===== config.mk =====
export PLATFORM = sky130hd
export DESIGN_NAME = lcgss_div
export DESIGN_NICKNAME = d
export VERILOG_FILES = /design/src/design/lcgss_pkg.sv /design/src/design/lcgss_div.sv
export SDC_FILE = /design/constraint.sdc
export NUM_CORES = 1
export LEC_CHECK = 0
export ABC_CLOCK_PERIOD_IN_PS = 6800
export BUFFER_PORTS_ARGS = -buffer_cell sky130_fd_sc_hd__buf_2
export CAP_MARGIN = 20
export CELL_PAD_IN_SITES_DETAIL_PLACEMENT = 1
export CELL_PAD_IN_SITES_GLOBAL_PLACEMENT = 1
export CORE_AREA = 2 2 118 120
export DETAILED_ROUTE_END_ITERATION = 8
export DIE_AREA = 0 0 120 122
export GPL_TIMING_DRIVEN = 1
export PLACE_DENSITY_LB_ADDON = 0.05
export SYNTH_ARGS = -nofsm -noshare
export SYNTH_HDL_FRONTEND = slang
export SYNTH_SLANG_ARGS = --single-unit

===== constraint.sdc =====
create_clock -name clk_i -period 6.8 [get_ports clk_i]
set_clock_uncertainty 0.2 [all_clocks]
set_input_delay 0.34 -clock clk_i [delete_from_list [all_inputs] [get_ports clk_i]]
set_output_delay 0.34 -clock clk_i [all_outputs]
set_load 0.1 [all_outputs]

===== src/design/lcgss_pkg.sv =====
// lcgss_pkg: constants, beat payload types and the odd prime table
// for the LCG substream seed setup block. No dependencies.
package lcgss_pkg;

  localparam int unsigned WordW = 32;

  // Base generator x' = BASE_MUL * x + BASE_INC (mod 2^32)
  localparam logic [WordW-1:0] BASE_MUL = 32'd1664525;
  localparam logic [WordW-1:0] BASE_INC = 32'd1013904223;
  localparam logic [WordW-1:0] ALL_ONES = 32'hFFFF_FFFF;

  // Odd prime table for the second generator increment
  localparam int unsigned PRIME_COUNT_DEF = 100;
  localparam int unsigned PrimeDepth      = 100;
  localparam int unsigned PrimeIdxW       = $clog2(PrimeDepth);
  localparam int unsigned PrimeW          = 10;

  localparam logic [PrimeW-1:0] ODD_PRIMES [PrimeDepth] = '{
    10'd3,   10'd5,   10'd7,   10'd11,  10'd13,  10'd17,  10'd19,  10'd23,  10'd29,  10'd31,
    10'd37,  10'd41,  10'd43,  10'd47,  10'd53,  10'd59,  10'd61,  10'd67,  10'd71,  10'd73,
    10'd79,  10'd83,  10'd89,  10'd97,  10'd101, 10'd103, 10'd107, 10'd109, 10'd113, 10'd127,
    10'd131, 10'd137, 10'd139, 10'd149, 10'd151, 10'd157, 10'd163, 10'd167, 10'd173, 10'd179,
    10'd181, 10'd191, 10'd193, 10'd197, 10'd199, 10'd211, 10'd223, 10'd227, 10'd229, 10'd233,
    10'd239, 10'd241, 10'd251, 10'd257, 10'd263, 10'd269, 10'd271, 10'd277, 10'd281, 10'd283,
    10'd293, 10'd307, 10'd311, 10'd313, 10'd317, 10'd331, 10'd337, 10'd347, 10'd349, 10'd353,
    10'd359, 10'd367, 10'd373, 10'd379, 10'd383, 10'd389, 10'd397, 10'd401, 10'd409, 10'd419,
    10'd421, 10'd431, 10'd433, 10'd439, 10'd443, 10'd449, 10'd457, 10'd461, 10'd463, 10'd467,
    10'd479, 10'd487, 10'd491, 10'd499, 10'd503, 10'd509, 10'd521, 10'd523, 10'd541, 10'd547
  };

  typedef struct packed {
    logic [WordW-1:0] seed;
    logic [WordW-1:0] sequence_count;
    logic [WordW-1:0] sequence_number;
    logic             leapfrog_mode;
  } req_t;

  typedef struct packed {
    logic [WordW-1:0] start_value;
    logic [WordW-1:0] multiplier;
    logic [WordW-1:0] increment;
    logic [WordW-1:0] second_increment;
    logic             bad_request;
  } rsp_t;

  // Entries past the table read as zero
  function automatic logic [PrimeW-1:0] odd_prime(input logic [PrimeIdxW-1:0] idx);
    logic [PrimeW-1:0] val;
    val = '0;
    if (int'(idx) < PrimeDepth) begin
      val = ODD_PRIMES[idx];
    end
    return val;
  endfunction

endpackage


===== src/design/lcgss_div.sv =====
// lcgss_div: restoring divider computing ALL_ONES / divisor, one quotient
// bit per cycle. Depends on lcgss_pkg.
module lcgss_div (
  input  logic        clk_i,
  input  logic        rst_ni,
  input  logic        start_i,
  input  logic [31:0] divisor_i,
  output logic        done_o,
  output logic [31:0] quotient_o
);

  logic        busy_q;
  logic        done_q;
  logic [4:0]  cnt_q;
  logic [31:0] rem_q;
  logic [31:0] quo_q;   // dividend bits shift out, quotient bits shift in
  logic [31:0] dvs_q;
  logic [32:0] trial;
  logic [32:0] diff;
  logic        fits;

  assign trial = {rem_q, quo_q[31]};
  assign diff  = trial - {1'b0, dvs_q};
  assign fits  = trial >= {1'b0, dvs_q};

  always_ff @(posedge clk_i or negedge rst_ni) begin
    if (!rst_ni) begin
      busy_q <= 1'b0;
      done_q <= 1'b0;
      cnt_q  <= '0;
    end else begin
      done_q <= 1'b0;
      if (start_i) begin
        busy_q <= 1'b1;
        cnt_q  <= '0;
      end else if (busy_q) begin
        cnt_q <= cnt_q + 5'd1;
        if (cnt_q == 5'd31) begin
          busy_q <= 1'b0;
          done_q <= 1'b1;
        end
      end
    end
  end

  always_ff @(posedge clk_i) begin
    if (start_i) begin
      rem_q <= '0;
      quo_q <= lcgss_pkg::ALL_ONES;
      dvs_q <= divisor_i;
    end else if (busy_q) begin
      rem_q <= fits ? diff[31:0] : trial[31:0];
      quo_q <= {quo_q[30:0], fits};
    end
  end

  assign done_o     = done_q;
  assign quotient_o = quo_q;

endmodule


After elaboration in Yosys (flattened, before gate mapping)
Cells that the tools add are included.
Widths: inputs -> output; s select.
{"block": "word_totals", "regBits": 103, "latch_bits": 0, "ram_bits": 0, "rom_bits": 0, "inputBits": 35, "word_cells": 20, "n_memories": 0}
{"block": "op_classes", "n_addsub": 2, "multipliers": 0, "div": 0, "magnitude_cmp": 1, "eq_ne": 1, "shifts": 0, "n_mux": 9, "bitwise": 0, "n_reduce_logical": 1}
{"cell": "$ge 33x32->1", "count": 1}
{"cell": "$mux 32", "count": 1}
{"cell": "$sub 32x32->32", "count": 1}
{"cell": "$mux 5", "count": 2}
{"cell": "$mux 1", "count": 6}
{"cell": "$add 5x1->5 const B", "count": 1}
{"cell": "$eq 5x5->1 const B", "count": 1}
{"cell": "$reduce_bool 2->1", "count": 1}

Logic depth before layout (Yosys ltp)
{"block": "logic_depth", "depth_word": 4, "mapped_depth": 13, "ltp_nobuf": 11}

Worst setup path before layout
No wires, ideal clock.
{"block": "synth_timing", "path_kind": "register to register", "from": "register quo_q[31], in the netlist quotient_o[31]", "to": "register rem_q[30]", "setup_ns": 0.087, "t_arrival_ns": 3.118, "required_time_ns": 6.513, "path_slack_ns": 3.395, "path_stages_with_launch": 12, "n_path_buf": 0, "path_cell_list": "dfxtp_1 -> inv_1 -> ha_1 -> fa_1 -> nand2b_1 -> a21oi_1 -> o211ai_1 -> nand2_1 -> a21oi_1 -> o21ai_0 -> mux2_2 -> o31ai_1"}
{"block": "synth_via", "elab_chain_len": 2}
{"element": "start: declaration", "line": "lcgss_div.sv:16", "text": "logic [31:0] quo_q;"}
{"element": "start signal: assignment", "line": "lcgss_div.sv:49", "text": "quo_q <= lcgss_pkg::ALL_ONES;"}
{"element": "start signal: assignment", "line": "lcgss_div.sv:53", "text": "quo_q <= {quo_q[30:0], fits};"}
{"element": "$sub 32x32->32 or $ge 33x32->1 (tied branches)", "line": "lcgss_div.sv:23, lcgss_div.sv:24"}
{"element": "$mux 32 *", "line": "lcgss_div.sv:52", "text": "rem_q <= fits ? diff[31:0] : trial[31:0];"}
{"element": "end signal: assignment", "line": "lcgss_div.sv:52"}
{"element": "end: declaration", "line": "lcgss_div.sv:15", "text": "logic [31:0] rem_q;"}
Mark *: on every way between the ends. The rest lies on a longest branch, timed or not.
A chain may end at the register's enable or synchronous reset.

Final worst setup path
{"block": "layout_timing", "from": "register dvs_q[16]", "to": "register rem_q[24]"}
{"block": "layout_via", "elab_chain_len": 2}
{"element": "start: declaration", "line": "lcgss_div.sv:17", "text": "logic [31:0] dvs_q;"}
{"element": "start signal: assignment", "line": "lcgss_div.sv:50", "text": "dvs_q <= divisor_i;"}
{"element": "$sub 32x32->32 or $ge 33x32->1 (tied branches)", "line": "lcgss_div.sv:23, lcgss_div.sv:24"}
{"element": "$mux 32 *", "line": "lcgss_div.sv:52"}
Marked as above.

==> impl_results.md <==
- Status: complete, no violations
- Share of cells above drive strength 1: 15.2%
- Seq/Total Area, Yosys: 40.6%
- HPWL after detailed placement: 10.4 mm
- Die area: 0.0146 mm^2
- Hold WC Path Type: in -> async
- Grt met3 use: 4.40%
- First-pass GRT wire length: 24.6 mm
- DR pass1 iterations: 4
- # setup viols final: 0
- H-tree depth: 3
- Vias in the first global route: 5,039
- Via density: 5.38
- Worst slew margin: 47.0%
- Crit path max fanout: 17
- CTS Buf Count: 9
- DRT iter0 DRCs: 251
- Post-Syn Nets: 720
- Residual DRC: 0
- Busiest grt layer: met2
- Synth Area per Inst: 9.15 um^2
- Mapped Area: 0.00595 mm^2
- Post-synth EDFFs: 32
- Root Buffer: clkbuf_16
- Gr usage total: 20.9%
- Sw frac: 26.7%
- RePlAce Congestion: 0.819
- Leakage dissipation: 3.12 nW
- Fin. Hold Viols: 0
- Longest Clk Path Bufs: 2
- Initial antenna violation count: 0
- Initial Util: 44.0%
- Sw power: 0.355 mW
- Most frequent cells in the layout: nand2_1, buf_2, dfxtp_1
- Die Wd: 120 um
- Reg clk slew, reported paths: 0.08 ns
- Worst VDD drop: 0.143 mV
- PortBufs: 67
- PwrDens: 191 mW/mm^2
- Commonest non-fill, non-tap cell in the layout: nand2_1
- Sequential Power Share: 49.8%
- Ports: 68
- Largest net degree at the start of global routing: 68
- Unrepaired setup endpoints after global routing: false
- Core outline area: 0.0135 mm^2
- Layout area overhead: 17.2%
- Slew @ Worst Pin: 0.794 ns
- CTS tree: built
- Combinational Power Share: 11.9%
- M1 GR Usage: 26.7%
- Die H: 122 um
- Largest stage delay, worst path: 0.62 ns
- Fin area: 0.00697 mm^2
- Count of cell types in the netlist: 70
- Post-CTS resize count: 0
- Fin crit share: 53.1%
- Ys flop type: dfxtp_1
- Total congestion overflow: 0
- Slowest stage cell, crit path: nor2_2
- Max Freq: 277 MHz
- Antenna Nets Post-Route: 0
- CTS Sinks: 103
- Crit-path cells: inv_1, ha_1, a21oi_1, o21ai_0, a311o_1, o21ba_1, nor2_2, buf_4, nor4_1, or3_1
- YS warnings: 0
- CP Class: reg -> reg
- Critical Path Start Type: flop
- Layout Nets: 800
- CP Capture Type: flop
- Synth async-reset ratio: 6.80%
- Antenna cells: 0
- Drt wl/cell: 16.0 um
- Vias: 4,927
- Clk pwr share: 38.3%
- Worst path arrival time: 3.66 ns
- Yosys reg bits: 103
- Placed cell area: 0.00636 mm^2
- Clock Latency Late Sink: 0.36 ns
- P_int: 0.975 mW
- Max Slew Vio Count: 0
- WP data required: 6.85 ns
- Final min period: 3.61 ns
- Met2 Use GR: 35.7%
- Cells after synthesis: 650
- # rows: 43
- Setup TNS: 0 ns
- Max-Cap Viols: 0
- Routed WL: 14.6 mm
## power groups by stage
stage               combinational, mW  sequential (mW)  clock, mW
floorplan                      0.0952            0.684          0
global placement                0.141            0.676          0
detailed placement              0.144            0.676          0
CTS                             0.159            0.663      0.523
global route                    0.177            0.665      0.544
finish                          0.159            0.662      0.509
## metal layers
layer	wire [um]	up-vias
met5	0	-
met4	185	0
met3	502	17
met2	7010	72
met1	6930	2368
li1	-	2470
## layout make-up
cell class | instances | area [um^2]
inverters | 44 | 165
fillers | 1581 | 6530
multi-input cells | 466 | 3170
clock inverters | 6 | 53.8
clock buffers | 10 | 229
flip-flops and latches | 103 | 2420
well taps | 180 | 225
repair buffers | 106 | 711
## stage by stage
step	worst slack, ns	power [mW]	instances	utilization (%)	hold WS (ns)
6_report	3.19	1.33	915	51.6	0.154
5_1_grt	2.84	1.39	915	51.6	0.164
4_1_cts	3.15	1.34	915	51.6	0.128
3_5_place_dp	3.14	0.820	866	47.1	-0.0223
3_3_place_gp	3.25	0.816	866	47.1	-0.0244
2_1_floorplan	3.39	0.779	650	-	-0.156
## cell families after synthesis
logic type | count (synthesis) | synth area share, %
AO/OA/AOI/OAI | 136 | 17.1
flip-flops | 103 | 40.6
XOR/XNOR | 24 | 3.53
multiplexers | 41 | 6.94
adder cells (fa/ha/maj) | 35 | 7.49
AND/OR/NAND/NOR | 230 | 18.2
buffers and inverters | 81 | 6.10
## cell usage after synthesis (all sizes together) (3+ instances only)
cell	number	area, um^2
mux2i	39	390
nor2b	7	43.8
nand2b	8	50.1
and2	3	18.8
o21ai	22	118
a311oi	20	188
a21o	10	76.3
buf	16	116
a211oi	4	30.0
a41oi	3	26.3
or2	3	18.8
a31oi	3	18.8
dfxtp	64	1280
ha	34	425
o31ai	5	51.3
inv	44	165
nor3	12	60.1
clkbuf	21	81.3
or3	6	42.5
xor2	6	52.6
a211o	3	26.3
dfrtp	7	175
edfxtp	32	961
nor4	4	25.0
a21oi	33	173
nand3	10	50.1
nor2	51	194
nand2	96	360
and3	6	38.8
nand4	10	62.6
o22ai	3	18.8
o211ai	5	37.5
o21bai	8	60.1
xnor2	18	158
nor3b	8	60.1
## sequential cells by signal, summed over array words and instances (netlist names)
signal / flops
dvs_q: 32
busy_q: 1
quotient_o: 32
done_o: 1
rem_q: 32
cnt_q: 5
## critical path, delay by kind of cell, from the launching register on
| family | cells | cell delay, ns |
|---|---|---|
| adder cells (fa/ha/maj) | 1 | 0.38 |
| buffers and inverters | 2 | 0.41 |
| AO/OA/AOI/OAI | 4 | 1.11 |
| AND/OR/NAND/NOR | 3 | 1.08 |
| flip-flops | 1 | 0.32 |
## worst paths after layout
kind,startpoint,to,slack [ns],cells past startpoint
worst min register to register,quotient_o[2],quotient_o[2],0.30,2
worst min-delay path,rst_ni,cnt_q[2],0.15,2
min in group clk_i,quotient_o[2],quotient_o[2],0.30,2
max in group asynchronous,rst_ni,busy_q,6.07,2
worst max register to register,dvs_q[16],rem_q[24],3.19,10
worst max-delay path,dvs_q[16],rem_q[24],3.19,10
## repair_timing
item                                   4_1_cts  5_1_grt
hold buffers                                33        0
setup buffers                                0        0
endpoints found under the hold margin       39        0
Note: power is estimated with default switching activity, not from simulation.
